`src/rtl/core/pipeline_flow_tracker_macros.svh`:
```
// assertion macros shared by the pipeline flow tracker rtl
`ifndef PIPELINE_FLOW_TRACKER_MACROS_SVH
`define PIPELINE_FLOW_TRACKER_MACROS_SVH

`ifndef SYNTHESIS

// same-cycle implication, checked out of reset
`define PFT_ASSERT_NOW(label, ante, cons) \
    label: assert property (@(posedge i_clk) disable iff (!i_rst_n) (ante) |-> (cons)) \
        else $error("pipeline_flow_tracker assertion failed");

// next-cycle implication, checked out of reset
`define PFT_ASSERT_NEXT(label, ante, cons) \
    label: assert property (@(posedge i_clk) disable iff (!i_rst_n) (ante) |=> (cons)) \
        else $error("pipeline_flow_tracker assertion failed");

`else

`define PFT_ASSERT_NOW(label, ante, cons)
`define PFT_ASSERT_NEXT(label, ante, cons)

`endif

`endif

```
`src/rtl/core/pft_pkg.sv`:
```
// types, constants and helpers for the pipeline flow tracker
`timescale 1ns / 1ps
`default_nettype none

package pft_pkg;

    localparam int unsigned NUM_STAGES = 5;
    localparam int unsigned IN_DATA_W  = 72;
    localparam int unsigned OUT_DATA_W = 80;

    // stage indexes
    localparam int unsigned ST_IF  = 0;
    localparam int unsigned ST_ID  = 1;
    localparam int unsigned ST_EX  = 2;
    localparam int unsigned ST_MEM = 3;
    localparam int unsigned ST_WB  = 4;

    // opcode codes
    localparam logic [6:0] OPC_BRANCH = 7'h63;
    localparam logic [6:0] OPC_JAL    = 7'h6f;
    localparam logic [1:0] QUAD_C1    = 2'b01;
    localparam logic [1:0] QUAD_FULL  = 2'b11;
    localparam logic [2:0] F3_RSV_A   = 3'd2;
    localparam logic [2:0] F3_RSV_B   = 3'd3;
    localparam logic [2:0] CF3_JAL    = 3'd1;
    localparam logic [2:0] CF3_J      = 3'd5;
    localparam logic [2:0] CF3_BEQZ   = 3'd6;
    localparam logic [2:0] CF3_BNEZ   = 3'd7;

    // one pipe stage
    typedef struct packed {
        logic        valid;
        logic [31:0] pc;
        logic [31:0] word;
        logic        predicted;
        logic [31:0] target;
    } t_slot;

    // per-cell control group
    typedef struct packed {
        logic kill;
        logic mark;
        logic clr;
    } t_cell_ctl;

    // registered part of one result beat
    typedef struct packed {
        logic        committed;
        logic        redirected;
        logic        mispredicted;
        logic [2:0]  flushed;
        logic        fetch_issued;
        logic [31:0] fetch_address;
    } t_result;

    // instruction length from the low two bits
    function automatic logic [31:0] f_word_len(input logic [1:0] lo);
        return (lo == QUAD_FULL) ? 32'd4 : 32'd2;
    endfunction

endpackage

`default_nettype wire

```
`src/rtl/core/pft_stage_cell.sv`:
```
// one pipe stage cell: holds a slot and takes its neighbor's slot each beat
`timescale 1ns / 1ps
`default_nettype none

module pft_stage_cell (
    input  wire               i_clk,
    input  wire               i_rst_n,
    input  wire               i_adv,
    input  pft_pkg::t_cell_ctl i_ctl,
    input  wire [31:0]        i_target,
    input  pft_pkg::t_slot    i_d,
    output pft_pkg::t_slot    o_q
);
    import pft_pkg::*;

    t_slot r_slot;
    t_slot n_slot;

    // next slot: shift in, drop on kill, tag a prediction on mark, clear on clr when held
    always_comb begin
        n_slot = r_slot;
        if (i_adv) begin
            if (i_ctl.kill) begin
                n_slot.valid     = 1'b0;
                n_slot.predicted = 1'b0;
            end else begin
                n_slot = i_d;
                if (i_ctl.mark) begin
                    n_slot.predicted = 1'b1;
                    n_slot.target    = i_target;
                end
            end
        end else if (i_ctl.clr) begin
            n_slot.valid     = 1'b0;
            n_slot.predicted = 1'b0;
        end
    end

    // slot register, control bits reset
    always_ff @(posedge i_clk) begin
        if (!i_rst_n) begin
            r_slot.valid     <= 1'b0;
            r_slot.predicted <= 1'b0;
            r_slot.pc        <= n_slot.pc;
            r_slot.word      <= n_slot.word;
            r_slot.target    <= n_slot.target;
        end else begin
            r_slot <= n_slot;
        end
    end

    assign o_q = r_slot;

endmodule

`default_nettype wire

```
`src/rtl/core/pft_branch_decode.sv`:
```
// static target decode for branches, jal and compressed jumps and branches
`timescale 1ns / 1ps
`default_nettype none

module pft_branch_decode (
    input  wire [31:0] i_word,
    input  wire [31:0] i_pc,
    output logic       o_hit,
    output logic [31:0] o_target
);
    import pft_pkg::*;

    logic [31:0] w_imm;
    logic [2:0]  w_f3;
    logic [2:0]  w_cf3;

    assign w_f3  = i_word[14:12];
    assign w_cf3 = i_word[15:13];

    // immediate select by encoding
    always_comb begin
        o_hit = 1'b0;
        w_imm = '0;
        if (i_word[1:0] == QUAD_FULL) begin
            if (i_word[6:0] == OPC_BRANCH && w_f3 != F3_RSV_A && w_f3 != F3_RSV_B) begin
                o_hit = 1'b1;
                w_imm = {{20{i_word[31]}}, i_word[7], i_word[30:25], i_word[11:8], 1'b0};
            end else if (i_word[6:0] == OPC_JAL) begin
                o_hit = 1'b1;
                w_imm = {{12{i_word[31]}}, i_word[19:12], i_word[20], i_word[30:21], 1'b0};
            end
        end else if (i_word[1:0] == QUAD_C1) begin
            if (w_cf3 inside {CF3_JAL, CF3_J}) begin
                o_hit = 1'b1;
                w_imm = {{21{i_word[12]}}, i_word[8], i_word[10:9], i_word[6], i_word[7],
                         i_word[2], i_word[11], i_word[5:3], 1'b0};
            end else if (w_cf3 inside {CF3_BEQZ, CF3_BNEZ}) begin
                o_hit = 1'b1;
                w_imm = {{24{i_word[12]}}, i_word[6:5], i_word[2], i_word[11:10],
                         i_word[4:3], 1'b0};
            end
        end
    end

    // pc-relative target
    assign o_target = i_pc + w_imm;

endmodule

`default_nettype wire

```
`src/rtl/core/pipeline_flow_tracker.sv`:
```
// top level of the five-stage pipeline flow tracker
// Tracks the IF, ID, EX, MEM and WB stages of an RV32IC core, one input beat
// per core clock while s_axis_tready is high. Input beat (s_axis): fetch word,
// retire and fetch enables and the core's next pc for the instruction entering
// write-back. Result beat (m_axis): commit, redirect, mispredict and flush status,
// the fetch issued this clock, the write-back pc and the stage valid bits.
// Configuration: i_cfg_we with i_cfg_wdata loads reset_pc, which becomes the fetch
// address and cancels a pending fetch if no beat is accepted; write it only while idle.
// The result of a beat is registered and valid on m_axis the cycle after accept.
// Throughput: one beat per cycle while s_axis_tready is high; the stage cells shift
// once per accepted beat and the retire compare and EX target add settle within that cycle.
// Reset (synchronous, i_rst_n low): all stages empty, fetch address 0, no
// fetch pending, no result held; no clearing pass is needed.
// Stall: the result sits in an output register; s_axis_tready stays high
// while that register is empty or being taken, so a stalled receiver holds
// the tracker after at most one further beat.
`timescale 1ns / 1ps
`default_nettype none

`include "pipeline_flow_tracker_macros.svh"

module pipeline_flow_tracker (
    input  wire        i_clk,
    input  wire        i_rst_n,
    // reset_pc write port
    input  wire        i_cfg_we,
    input  wire [31:0] i_cfg_wdata,
    // input beats
    input  wire        s_axis_tvalid,
    output logic       s_axis_tready,
    // fetch_word[31:0], may_retire[32], may_fetch[33], next_pc[65:34], zero[71:66]
    input  wire [pft_pkg::IN_DATA_W-1:0] s_axis_tdata,
    // result beats
    output logic       m_axis_tvalid,
    input  wire        m_axis_tready,
    // committed[0], redirected[1], mispredicted[2], flushed[5:3], fetch_issued[6],
    // fetch_address[38:7], retired_pc[70:39], stage_occupancy[75:71], zero[79:76]
    output logic [pft_pkg::OUT_DATA_W-1:0] m_axis_tdata
);
    import pft_pkg::*;

    // input fields
    logic [31:0] w_fetch_word;
    logic        w_may_retire;
    logic        w_may_fetch;
    logic [31:0] w_next_pc;
    logic        w_accept;

    assign w_fetch_word = s_axis_tdata[31:0];
    assign w_may_retire = s_axis_tdata[32];
    assign w_may_fetch  = s_axis_tdata[33];
    assign w_next_pc    = s_axis_tdata[65:34];

    logic    r_out_valid;
    logic    n_out_valid;
    t_result r_res;
    t_result n_res;

    assign s_axis_tready = !r_out_valid || m_axis_tready;
    assign w_accept      = s_axis_tvalid && s_axis_tready;

    // cell chain wiring
    t_slot     w_q   [NUM_STAGES];
    t_slot     w_d   [NUM_STAGES];
    t_cell_ctl w_ctl [NUM_STAGES];

    logic [31:0] r_front_pc;
    logic [31:0] n_front_pc;
    logic [31:0] w_front_base;

    logic        w_bd_hit;
    logic [31:0] w_bd_target;
    logic        w_retire;
    logic [31:0] w_seq_pc;
    logic [31:0] w_expect_pc;
    logic        w_flush;
    logic        w_predict;
    logic [2:0]  w_flush_cnt;

    // target decode on the slot about to enter EX
    pft_branch_decode u_decode (
        .i_word   (w_q[ST_ID].word),
        .i_pc     (w_q[ST_ID].pc),
        .o_hit    (w_bd_hit),
        .o_target (w_bd_target)
    );

    // retire check on the slot about to enter WB
    assign w_retire    = w_q[ST_MEM].valid && w_may_retire;
    assign w_seq_pc    = w_q[ST_MEM].pc + f_word_len(w_q[ST_MEM].word[1:0]);
    assign w_expect_pc = w_q[ST_MEM].predicted ? w_q[ST_MEM].target : w_seq_pc;
    assign w_flush     = w_retire && (w_next_pc != w_expect_pc);
    assign w_predict   = !w_flush && w_q[ST_ID].valid && !w_q[ST_ID].predicted && w_bd_hit;

    // discarded valid stages
    always_comb begin
        w_flush_cnt = 3'd0;
        if (w_flush) begin
            w_flush_cnt = {2'b00, w_q[ST_IF].valid} + {2'b00, w_q[ST_ID].valid}
                        + {2'b00, w_q[ST_EX].valid};
        end else if (w_predict) begin
            w_flush_cnt = {2'b00, w_q[ST_IF].valid};
        end
    end

    // front end address
    assign w_front_base = w_q[ST_IF].valid ? r_front_pc + f_word_len(w_fetch_word[1:0])
                                           : r_front_pc;
    always_comb begin
        n_front_pc = r_front_pc;
        if (w_accept) begin
            if (w_predict) begin
                n_front_pc = w_bd_target;
            end else if (w_flush) begin
                n_front_pc = w_next_pc;
            end else begin
                n_front_pc = w_front_base;
            end
        end else if (i_cfg_we) begin
            n_front_pc = i_cfg_wdata;
        end
    end

    always_ff @(posedge i_clk) begin
        if (!i_rst_n) begin
            r_front_pc <= '0;
        end else begin
            r_front_pc <= n_front_pc;
        end
    end

    // cell inputs and control
    always_comb begin
        w_d[ST_IF]           = '0;
        w_d[ST_IF].valid     = w_may_fetch;
        w_d[ST_IF].pc        = n_front_pc;
        w_d[ST_ID]           = w_q[ST_IF];
        w_d[ST_ID].word      = w_fetch_word;
        w_d[ST_EX]           = w_q[ST_ID];
        w_d[ST_MEM]          = w_q[ST_EX];
        w_d[ST_WB]           = w_q[ST_MEM];
        for (int i = 0; i < NUM_STAGES; i++) begin
            w_ctl[i] = '0;
        end
        w_ctl[ST_IF].clr   = i_cfg_we;
        w_ctl[ST_ID].kill  = w_flush || w_predict;
        w_ctl[ST_EX].kill  = w_flush;
        w_ctl[ST_EX].mark  = w_predict;
        w_ctl[ST_MEM].kill = w_flush;
    end

    // row of stage cells
    for (genvar g = 0; g < NUM_STAGES; g++) begin : g_cell
        pft_stage_cell u_cell (
            .i_clk    (i_clk),
            .i_rst_n  (i_rst_n),
            .i_adv    (w_accept),
            .i_ctl    (w_ctl[g]),
            .i_target (w_bd_target),
            .i_d      (w_d[g]),
            .o_q      (w_q[g])
        );
    end

    // result register
    always_comb begin
        n_res               = r_res;
        n_out_valid         = r_out_valid && !m_axis_tready;
        if (w_accept) begin
            n_out_valid         = 1'b1;
            n_res.committed     = w_retire;
            n_res.redirected    = w_retire && (w_next_pc != w_seq_pc);
            n_res.mispredicted  = w_flush && w_q[ST_MEM].predicted;
            n_res.flushed       = w_flush_cnt;
            n_res.fetch_issued  = w_may_fetch;
            n_res.fetch_address = n_front_pc;
        end
    end

    always_ff @(posedge i_clk) begin
        if (!i_rst_n) begin
            r_out_valid <= 1'b0;
        end else begin
            r_out_valid <= n_out_valid;
        end
        r_res <= n_res;
    end

    // result beat: stage state is read straight from the cells
    logic [4:0]  w_occ;
    logic [31:0] w_retired_pc;

    assign w_occ = {w_q[ST_WB].valid, w_q[ST_MEM].valid, w_q[ST_EX].valid,
                    w_q[ST_ID].valid, w_q[ST_IF].valid};
    assign w_retired_pc = w_q[ST_WB].valid ? w_q[ST_WB].pc : 32'd0;

    assign m_axis_tvalid = r_out_valid;
    assign m_axis_tdata  = {4'b0000, w_occ, w_retired_pc, r_res.fetch_address,
                            r_res.fetch_issued, r_res.flushed, r_res.mispredicted,
                            r_res.redirected, r_res.committed};

    // checks
    `PFT_ASSERT_NOW(a_flush_or_predict, w_accept, !(w_flush && w_predict))
    `PFT_ASSERT_NEXT(a_result_after_accept, w_accept, r_out_valid)
    `PFT_ASSERT_NEXT(a_flush_empties, w_accept && w_flush, !w_q[ST_ID].valid && !w_q[ST_EX].valid && !w_q[ST_MEM].valid)
    `PFT_ASSERT_NEXT(a_predict_marks_ex, w_accept && w_predict, w_q[ST_EX].valid && w_q[ST_EX].predicted && !w_q[ST_ID].valid)

endmodule

`default_nettype wire
```
`config.mk`:
```
export PLATFORM = sky130hd
export DESIGN_NAME = pipeline_flow_tracker
export DESIGN_NICKNAME = d
export VERILOG_FILES = /design/src/rtl/core/pft_pkg.sv /design/src/rtl/core/pft_stage_cell.sv /design/src/rtl/core/pft_branch_decode.sv /design/src/rtl/core/pipeline_flow_tracker.sv
export VERILOG_INCLUDE_DIRS = /design/src /design/src/rtl/core
export SDC_FILE = /design/constraint.sdc
export NUM_CORES = 1
export LEC_CHECK = 0
export CAP_MARGIN = 25
export CORE_UTILIZATION = 35
export CTS_CLUSTER_DIAMETER = 100
export DETAILED_ROUTE_END_ITERATION = 10
export DONT_BUFFER_PORTS = 1
export RECOVER_POWER = 100
export SLEW_MARGIN = 10
export SYNTH_ARGS = -nofsm -noshare
export SYNTH_HDL_FRONTEND = slang
export SYNTH_SLANG_ARGS = --single-unit
```
`constraint.sdc`:
```
create_clock -name i_clk -period 10.3 [get_ports i_clk]
set_input_delay 0.515 -clock i_clk [delete_from_list [all_inputs] [get_ports i_clk]]
set_output_delay 0.515 -clock i_clk [all_outputs]
set_load 0.05 [all_outputs]
```
== Word level (Yosys, flattened, before mapping) ==
Index checks and enable logic that the tools add are counted.
Storage, ports and cells
  register bits: 527
  output and inout bits: 82
Cells by class
  equality and inequality tests: 14
  mux-type cells: 47
  add/sub/neg operators: 5
  reductions and logical operators: 18
Operators with widths (count)
  $mux 32: 20
  $mux 64: 8
  $add 32x3->32: 2
  $ne 32x32->1: 2
  $mux 33: 1
  $add 32x32->32: 1
  $mux 1: 15
  $eq 7x7->1 const B: 2
  $logic_and 1x1->1: 10
  $eq 3x3->1 const B: 3
  $mux 3: 3
  $eq 2x2->1 const B: 3
  $ne 3x2->1 const B: 2
  $reduce_bool 2->1: 3
  $add 2x1->3: 1
  $eq 3x1->1 const B: 1
  $logic_not 1->1: 3
  $add 1x1->2: 1
  $eq 2x1->1 const B: 1
  $logic_or 1x1->1: 2

== Logic depth before layout (Yosys ltp) ==
Gate-level depths: netlist of run 1.
  word-level depth: 12
  gate-level depth with buffers: 19
  gate-level depth less buffers: 18

== By module ==
A second synthesis of run 1 with hierarchy kept.
Unflattened totals
  cell total of the unflattened synthesis: 1975
  area, all modules: 27126.0 µm²
By module, submodules not included
  pft_stage_cell: area each 3513.4 µm², cells an instance 142, times used 5, seq. area each 2922.8 µm²
  pipeline_flow_tracker: area each 7349.5 µm², cells an instance 926, times used 1, seq. area each 1801.7 µm²
  pft_branch_decode: area each 2209.6 µm², cells an instance 339, times used 1, seq. area each 0.0 µm²

== Worst setup path before layout of run 1 ==
OpenSTA, ideal clock, no wires.
  kind: register to register
  start point: register g_cell[3].u_cell.r_slot, in the netlist g_cell[3].u_cell.o_q[33]
  end point: register g_cell[2].u_cell.r_slot, in the netlist g_cell[2].u_cell.o_q[0] (enable)
  stages on the path, launching flop included: 15
  clock period less this slack: 9.313 ns
  buffers on the path: 1
  required time: 9.674 ns
  arrival time: 8.688 ns
  slack: 0.987 ns
  path through: edfxtp_1 -> nand2_1 -> ha_1 -> inv_1 -> fa_1 -> nand4b_2 -> or4_4 -> nor2_4 -> mux2i_1 -> o21ai_1 -> o31a_1 -> nor3b_2 -> nor2_1 -> clkbuf_1 -> nor2_1
Between the ends
  longest elaborated chain between the ends: 12
RTL lines
  from (decl): line pft_stage_cell.sv:16  | t_slot r_slot;
  from (signal assigned): line pft_stage_cell.sv:48  | r_slot <= n_slot;
  $eq 2x2->1 *: line pft_pkg.sv:58  | return (lo == QUAD_FULL) ? 32'd4 : 32'd2;
  $mux 3 *: line pft_pkg.sv:58
  $add 32x3->32 *: line pipeline_flow_tracker.sv:90  | assign w_seq_pc = w_q[ST_MEM].pc + f_word_len(w_q[ST_MEM].word[1:0]);
  $mux 32 *: line pipeline_flow_tracker.sv:91  | assign w_expect_pc = w_q[ST_MEM].predicted ? w_q[ST_MEM].target : w_seq_pc;
  $ne 32x32->1 *: line pipeline_flow_tracker.sv:92  | assign w_flush = w_retire && (w_next_pc != w_expect_pc);
  $logic_and 1x1->1 *: line pipeline_flow_tracker.sv:92
  $logic_not 1->1: line pipeline_flow_tracker.sv:93  | assign w_predict = !w_flush && w_q[ST_ID].valid && !w_q[ST_ID].predicted && w_bd_hit;
  $logic_and 1x1->1 (2 in a row): line pipeline_flow_tracker.sv:93
  $mux 33: line pft_stage_cell.sv:28  | if (i_ctl.mark) begin
  $mux 32 *: line pft_stage_cell.sv:23  | if (i_ctl.kill) begin
  $mux 32 *: line pft_stage_cell.sv:22  | if (i_adv) begin
  to (signal assigned): line pft_stage_cell.sv:48
  to (decl): line pft_stage_cell.sv:16
Mark *: on every way between the ends. The rest lies on a longest branch, timed or not.
A chain may end at the register's enable or synchronous reset.

== Worst setup path in the final report of run 1 ==
  start point: register g_cell[3].u_cell.r_slot, in the netlist g_cell[3].u_cell.o_q[34]
  end point: register g_cell[3].u_cell.r_slot, in the netlist g_cell[3].u_cell.o_q[96] (enable)
Between the ends
  longest elaborated chain between the ends: 8
RTL lines (line)
  $eq 2x2->1: pft_pkg.sv:58
  $mux 3: pft_pkg.sv:58
  $add 32x3->32: pipeline_flow_tracker.sv:90
  $mux 32: pipeline_flow_tracker.sv:91
  $ne 32x32->1: pipeline_flow_tracker.sv:92
  $logic_and 1x1->1: pipeline_flow_tracker.sv:92
  $mux 64: pft_stage_cell.sv:23
  $mux 64: pft_stage_cell.sv:22
No other way between the ends.

==> run metrics, run 1 <==
hold depth=0; post-synthesis sequential area ratio=0.549; Max Cap Violations=5; crit start category=flop; Die Wd=approximately 220 um; FF-to-FF setup slack=2.80 ns; skew final=0.0203 ns; Synth Flop Type=edfxtp_1; DR pass1 iterations=5; clock sinks=306; reg2reg path depth=16; initial core utilization=0.358; vias per cell=5.55; die area=46600 um^2; hold_buf cts=0; antenna-violating nets left=0; gr usage total=0.197; Slew HR=-0.859; worst hold start=s_axis_tdata[24]; post-layout min period=between 7 and 8 ns; # placed instances=1929; Synth top area share=0.499; Synth cell types=89; Max VDD drop=between 0.1 and 0.15 mV; area leader, netlist=edfxtp_1; RSZ-0062 raised after global routing=no; M3 GR Usage=0.0441; clock latency on the worst-skew pair=0.53 ns; drt initial violations=1002; # IOs=191; sequential cell area=8790 um^2; number of global-route vias before repair=10701; cell area after layout=17500 um^2; n_diodes=0; layout cells sized above 1=0.0587; Fill cells=4324; failing checks=capacitance limit, slew limit; Root Buffer=clkbuf_16; Max FO, Critical Path=35; Final Setup Violations=0; total CTS buffers=34; most frequent cells in the layout=edfxtp_1, nand2_1, xnor2_1; WS Path Type=flop to flop; Setup TNS=0 ns; RR Endpoint=g_cell[3].u_cell.o_q[96]; placed instance area=approximately 16000 um^2; Power Density=176 nW/um^2; initial antenna violation count=0; CTS tree=built; total of warnings raised by yosys=0; number of synthesized register bits=306; met2 Use GR=0.299; pre-CTS WS=4.47 ns; synthesized area=16000 um^2; GRT Max-Usage Layer=met2; CP Capture Type=flop; Critical R2R Launch=g_cell[3].u_cell.o_q[34]; outcome=complete, but fails checks; die span in y=216 um; clk buf depth=3; H-tree depth=2; DP Wirelength=34.7 mm; Reg clk slew, reported paths=0.06 ns; largest net degree at the start of global routing=95; global-route wire length before repair=between 60 and 70 mm; nets=1521; f_max=133 MHz; Finished Layout Cells=roughly 2000; synth-to-layout area growth=9.09%; buffers added on ports=0; Worst Path Arrival=7.60 ns; Post-CTS Repair Setup Buffers=0; Hold EP=g_cell[1].u_cell.o_q[57]; routed wire length=roughly 47 mm; period utilization=0.728; Routed WL per cell=~23 um; multi-input logic area=6620 um^2; row count=77; Synth area leaders=edfxtp_1, dfxtp_1, xnor2_1; CORE AREA=approximately 45000 um^2; DRC viols=0; post-CTS sizing=0; Tightest Hold Check Type=input pin to flop; FFs w/ async S/R, synth=0; met1 usage=0.275; endpoints failing hold=0; via count=between 10000 and 15000; total grt overflow=0; leak pwr=6.17 nW; Slew Limit Fails=207; gpl congestion=0.918; syn avg cell area=11.5 um^2; required time worst endpoint=approximately 10 ns; commonest non-fill, non-tap cell in the layout=edfxtp_1; slew at the pin closest to its max-slew limit=between 2 and 3 ns; Overall Power=3.06 mW; Synth Instances=1397; Post-synth EDFFs=266; Final WS setup=2.80 ns
-- cells in the mapped netlist, drive strengths merged, types with 4 or more instances --
master   count
inv         34
o21ai       59
nand2      113
nor4        16
and4         6
nor2b       43
a211oi      59
a22oi        4
a311oi       9
nand4       36
nand3b       4
o211ai       4
or3         10
a41oi        4
xnor2       83
nor2        62
ha          34
nor3b       10
a31oi       18
nand2b      10
or2          5
xor2        53
dfxtp       40
nand3       47
and3        10
mux2i       32
and2        43
edfxtp     266
a2111oi     12
o21a         5
a21oi       80
o21bai       5
or3b         4
buf         37
clkbuf      41
fa           4
a21o        27
nor3        21
-- area by class of cell --
class / count / area share
Clock inverter: 17 / 0.0102
Sequential cell: 306 / 0.503
Tap cell: 592 / 0.0424
Timing Repair Buffer: 15 / 0.00466
Inverter: 37 / 0.00803
Clock buffer: 43 / 0.0525
Multi-Input combinational cell: 980 / 0.379
-- layer usage --
| metal | share of wire | up-vias |
|---|---|---|
| li1 | - | 5197 |
| met1 | 0.45 | 5319 |
| met2 | 0.44 | 444 |
| met3 | 0.076 | 85 |
| met4 | 0.034 | 0 |
| met5 | 0 | - |
-- cell families after synthesis --
family                   count (synthesis)  share of synthesized area
adder cells (fa/ha/maj)                 38                     0.0316
AND/OR/NAND/NOR                        449                      0.155
multiplexers                            32                     0.0200
XOR/XNOR                               136                     0.0744
buffers and inverters                  115                     0.0344
AO/OA/AOI/OAI                          320                      0.135
flip-flops                             306                      0.549
other                                    1                   0.000234
-- how the worst max path moves through the flow --
stage | start | end | slack [ns]
final | g_cell[3].u_cell.o_q[34] | g_cell[3].u_cell.o_q[96] | 2.80
after global routing | m_axis_tvalid | g_cell[0].u_cell.o_q[88] | 2.23
after CTS | g_cell[3].u_cell.o_q[34] | g_cell[2].u_cell.o_q[5] | 4.45
after detailed placement | g_cell[3].u_cell.o_q[34] | g_cell[2].u_cell.o_q[34] | 4.47
after global placement | g_cell[3].u_cell.o_q[33] | g_cell[3].u_cell.o_q[33] | 4.50
after floorplan | g_cell[3].u_cell.o_q[33] | g_cell[2].u_cell.o_q[0] | 0.99
-- where the power goes --
part / total [mW] / leakage, nW / switching (mW) / internal, mW
registers: 1.56 / 2.94 / 0.112 / 1.45
logic: 0.287 / 2.70 / 0.177 / 0.109
clock network: 1.22 / 0.532 / 0.507 / 0.710
-- registers in the layout, indices dropped and copies added, names as in the netlist --
signal	cells
m_axis_tdata	6
r_front_pc	32
g_cell.u_cell.o_q	267
m_axis_tvalid	1
-- worst max-delay path, stage by stage, from the launching register on --
cell	delay (ns)
edfxtp_1	0.37
nand2_1	0.15
ha_1	0.21
inv_1	0.06
fa_1	0.42
nand4b_1	0.67
or4_1	0.69
nor2_1	0.31
mux2i_1	0.15
o41ai_1	0.41
nand4_1	0.25
nor3b_1	0.24
clkbuf_1	0.51
nor2_1	0.08
clkbuf_1	0.37
nor2_4	0.83
clkbuf_1	1.33
-- through the flow --
stage	hold slack (ns)	util
2_1_floorplan	0.400	-
3_3_place_gp	0.401	0.368
3_5_place_dp	0.405	0.368
4_1_cts	0.0575	0.393
5_1_grt	0.0567	0.391
6_report	0.0836	0.391
No activity file was read; power rests on OpenSTA's default activity.
==> run 2: changes to the inputs <==
Clock period 10.3 ns to 6.7 ns, I/O delays scaled along.
==> run metrics, run 2 (synthesized netlist as in run 1, its figures left out) <==
endpoints failing hold=0; die span in y=216 um; crit start category=flop; clk buf depth=3; H-tree depth=2; f_max=166 MHz; leak pwr=6.39 nW; post-CTS sizing=0; Worst Path Arrival=6.16 ns; Slew Limit Fails=between 60 and 70; row count=77; Routed WL per cell=23.4 um; Max Cap Violations=2; global-route wire length before repair=70.7 mm; RSZ-0062 raised after global routing=no; Setup TNS=0 ns; slew at the pin closest to its max-slew limit=1.70 ns; Die Wd=216 um; Power Density=between 200 and 300 nW/um^2; WS Path Type=flop to flop; die area=46600 um^2; drt initial violations=1182; DR pass1 iterations=6; Root Buffer=clkbuf_16; hold_buf cts=35; routed wire length=47.6 mm; synth-to-layout area growth=12.4%; via count=11272; DP Wirelength=35.6 mm; commonest non-fill, non-tap cell in the layout=edfxtp_1; DRC viols=0; failing checks=capacitance limit, slew limit; most frequent cells in the layout=edfxtp_1, nand2_1, xnor2_1; initial antenna violation count=1; skew final=0.0286 ns; gr usage total=0.202; Reg clk slew, reported paths=about 0.060 ns; total grt overflow=0; cell area after layout=between 15000 and 20000 um^2; buffers added on ports=0; gpl congestion=0.891; pre-CTS WS=1.28 ns; clock sinks=approximately 300; period utilization=0.897; total CTS buffers=35; vias per cell=5.54; number of global-route vias before repair=roughly 11000; required time worst endpoint=6.85 ns; CTS tree=built; post-layout min period=6.01 ns; largest net degree at the start of global routing=103; layout cells sized above 1=0.0646; CP Capture Type=flop; Max VDD drop=0.202 mV; antenna-violating nets left=0; Final WS setup=a little under 0.7 ns; Final Setup Violations=0; Tightest Hold Check Type=input pin to flop; Slew HR=-0.136; placed instance area=between 15000 and 20000 um^2; initial core utilization=0.358; nets=1562; CORE AREA=44700 um^2; Max FO, Critical Path=51; flip-flop count of the largest register after layout=267; # IOs=191; Post-CTS Repair Setup Buffers=0; clock latency on the worst-skew pair=roughly 0.54 ns; outcome=complete, but fails checks
-- run 2: changes by cell type in the layout (fill, tap and decap cells not counted), sizes merged --
| cell | before | now |
|---|---|---|
| diode | 0 | 1 |
| clkinv | 11 | 9 |
| clkbuf | 51 | 54 |
| buf | 7 | 10 |
| dlygate4sd3 | 0 | 35 |
| bufinv | 3 | 4 |
| inv | 37 | 39 |
-- run 2: final cells by class --
type | count | area (um^2)
clock inverter | 18 | 209
timing repair buffer | 55 | 493
antenna | 1 | 2.50
fill | 4297 | 26700
multi-input combinational | 980 | 6660
inverter | 37 | 144
clock buffer | 44 | 951
sequential | 306 | 8790
tap | 592 | 741
-- run 2: worst max-delay path, cell delays in order, from the launching register on --
cell	delay [ns]
edfxtp_1	0.38
nand2_1	0.15
ha_1	0.21
inv_1	0.06
fa_1	0.43
nand4b_1	0.66
or4_4	0.73
nor2_4	0.16
mux2i_1	0.12
o41ai_2	0.31
nand4_1	0.23
nor3b_1	0.66
nor2_1	0.26
clkbuf_1	0.36
nor3_4	0.23
clkbuf_4	0.64
-- run 2: stage by stage --
step	instances	total power [mW]	utilization	hold slack, ns
floorplan	1401	2.75	-	0.400
global placement	1935	2.88	0.370	0.402
detailed placement	1935	2.89	0.370	0.405
CTS	2032	4.86	0.404	0.0148
global route	2032	4.98	0.402	0.0624
finish	2033	4.81	0.402	0.0397
-- run 2: path summary, 6_finish.rpt --
kind                                            endpoint  depth (start not counted)                     start  slack [ns]
worst max-delay path            g_cell[1].u_cell.o_q[49]                         15  g_cell[3].u_cell.o_q[33]        0.69
worst min-delay path                      r_front_pc[25]                          2          s_axis_tdata[59]        0.04
worst max register to register  g_cell[1].u_cell.o_q[49]                         15  g_cell[3].u_cell.o_q[33]        0.69
worst min register to register  g_cell[3].u_cell.o_q[78]                          0  g_cell[2].u_cell.o_q[78]        0.41
-- run 2: power by group --
part,internal [mW],total [mW],switching (mW)
clock network,1.17,1.94,0.778
logic,0.187,0.468,0.282
registers,2.23,2.40,0.173
-- run 2: layer usage --
metal	up-vias	GRT usage	routed length [um]
li1	5277	-	-
met1	5465	0.288	21600
met2	463	0.305	21000
met3	67	0.0421	3650
met4	0	0.0622	1260
met5	-	0	0
==> run 3: changes to the inputs <==
Settings changed: PLACE_DENSITY_LB_ADDON set to 0.25, SETUP_SLACK_MARGIN set to 0.4.
==> run metrics, run 3 (synthesized netlist as in run 1, its figures left out) <==
outcome=complete, but fails checks; failing checks=capacitance limit, slew limit; RSZ-0062 raised after global routing=no; buffers added on ports=0; number of global-route vias before repair=between 10000 and 15000; post-layout min period=5.85 ns; via count=11171; initial core utilization=0.358; f_max=171 MHz; n_diodes=0; Root Buffer=clkbuf_16; antenna-violating nets left=0; Final WS setup=0.845 ns; H-tree depth=2; Post-CTS Repair Setup Buffers=0; CORE AREA=about 45000 um^2; Sequential Power Share=0.496; crit start category=flop; Max FO, Critical Path=46; total CTS buffers=36; hold_buf cts=38; Routed WL per cell=between 20 and 25 um; initial antenna violation count=0; Reg clk slew, reported paths=0.06 ns; vias per cell=5.48; slew at the pin closest to its max-slew limit=1.73 ns; clk buf depth=3; skew final=0.0177 ns; Sw Share=0.260; Comb power frac=0.098; flip-flop count of the largest register after layout=267; endpoints failing hold=0; Max Cap Violations=2; die area=about 47000 um^2; row count=between 70 and 80; Clock Power Share=0.406; gr usage total=0.206; most frequent cells in the layout=edfxtp_1, nand2_1, xnor2_1; routed wire length=~49 mm; clock sinks=between 300 and 400; synth-to-layout area growth=12.6%; Power Density=268 nW/um^2; Worst Path Arrival=6.03 ns; commonest non-fill, non-tap cell in the layout=edfxtp_1; die span in y=216 um; switching power=1.26 mW; post-CTS sizing=0; drt initial violations=slightly below 1000; DR pass1 iterations=7; DP Wirelength=36.1 mm; nets=about 1600; global-route wire length before repair=71.1 mm; Tightest Hold Check Type=input pin to flop; required time worst endpoint=6.88 ns; pre-CTS WS=1.24 ns; # IOs=between 150 and 200; Max VDD drop=0.201 mV; Die Wd=216 um; Setup TNS=0 ns; leak pwr=~6.4 nW; total grt overflow=0; largest net degree at the start of global routing=106; Overall Power=4.83 mW; period utilization=0.874; Slew HR=-0.155; WS Path Type=flop to flop; DRC viols=0; internal power=3.57 mW; Final Util=0.403; CTS tree=built; gpl congestion=0.887; clock latency on the worst-skew pair=roughly 0.55 ns; Slew Limit Fails=64; layout cells sized above 1=0.0629; Final Setup Violations=0; CP Capture Type=flop
run 3: changes by cell type in the layout (fill, tap and decap cells not counted), moves of 2 or more:
cell | previous run | this run
dlygate4sd3_1 | 35 | 38
a311oi_1 | 7 | 9
clkinv_1 | 5 | 3
buf_4 | 8 | 6
clkbuf_1 | 14 | 20
clkinv_2 | 4 | 6
a311oi_2 | 2 | 0
run 3: path summary, 6_finish.rpt:
kind	startpoint	end	slack, ns	cells after the start
worst max-delay path	g_cell[3].u_cell.o_q[34]	g_cell[1].u_cell.o_q[49]	0.85	16
worst min-delay path	i_cfg_wdata[20]	r_front_pc[20]	0.07	3
worst min register to register	g_cell[2].u_cell.o_q[5]	g_cell[3].u_cell.o_q[5]	0.41	0
worst max register to register	g_cell[3].u_cell.o_q[34]	g_cell[1].u_cell.o_q[49]	0.85	16
run 3: power groups by stage:
stage | Combinational (mW) | Sequential [mW] | Clock [mW]
final | 0.473 | 2.40 | 1.96
after global routing | 0.517 | 2.41 | 2.08
after CTS | 0.478 | 2.40 | 2.00
after detailed placement | 0.457 | 2.44 | 0
after global placement | 0.454 | 2.43 | 0
after floorplan | 0.364 | 2.38 | 0
run 3: final cells by class:
| type | instances | area [um^2] |
|---|---|---|
| fill | 4325 | 26700 |
| timing repair buffer | 59 | 536 |
| multi-input combinational | 980 | 6650 |
| clock inverter | 16 | 174 |
| tap | 592 | 741 |
| inverter | 37 | 144 |
| clock buffer | 49 | 991 |
| sequential | 306 | 8790 |
run 3: per-layer routing:
metal | global-route usage | wire length [um]
met1 | 0.293 | 22500
met2 | 0.308 | 21300
met3 | 0.0412 | 3260
met4 | 0.0811 | 1530
met5 | 0 | 0
run 3: per-stage QoR:
| stage | hold slack [ns] | cells | instance area (um^2) |
|---|---|---|---|
| after floorplan | 0.400 | 1401 | 16000 |
| after global placement | 0.402 | 1935 | 16600 |
| after detailed placement | 0.405 | 1935 | 16600 |
| after CTS | 0.0319 | 2038 | 18100 |
| after global routing | 0.0722 | 2039 | 18000 |
| final | 0.0744 | 2039 | 18000 |
run 3: worst max-delay path, stage by stage, from the launching register on:
cell	delay (ns)
edfxtp_1	0.36
nand2_1	0.15
ha_1	0.21
inv_1	0.06
fa_1	0.43
nand4b_1	0.63
or4_4	0.71
nor2_4	0.16
mux2i_1	0.12
o41ai_2	0.30
nand4_1	0.23
nor3b_1	0.23
clkbuf_1	0.50
nor2_1	0.08
buf_4	0.23
nor3_4	0.34
clkbuf_4	0.65
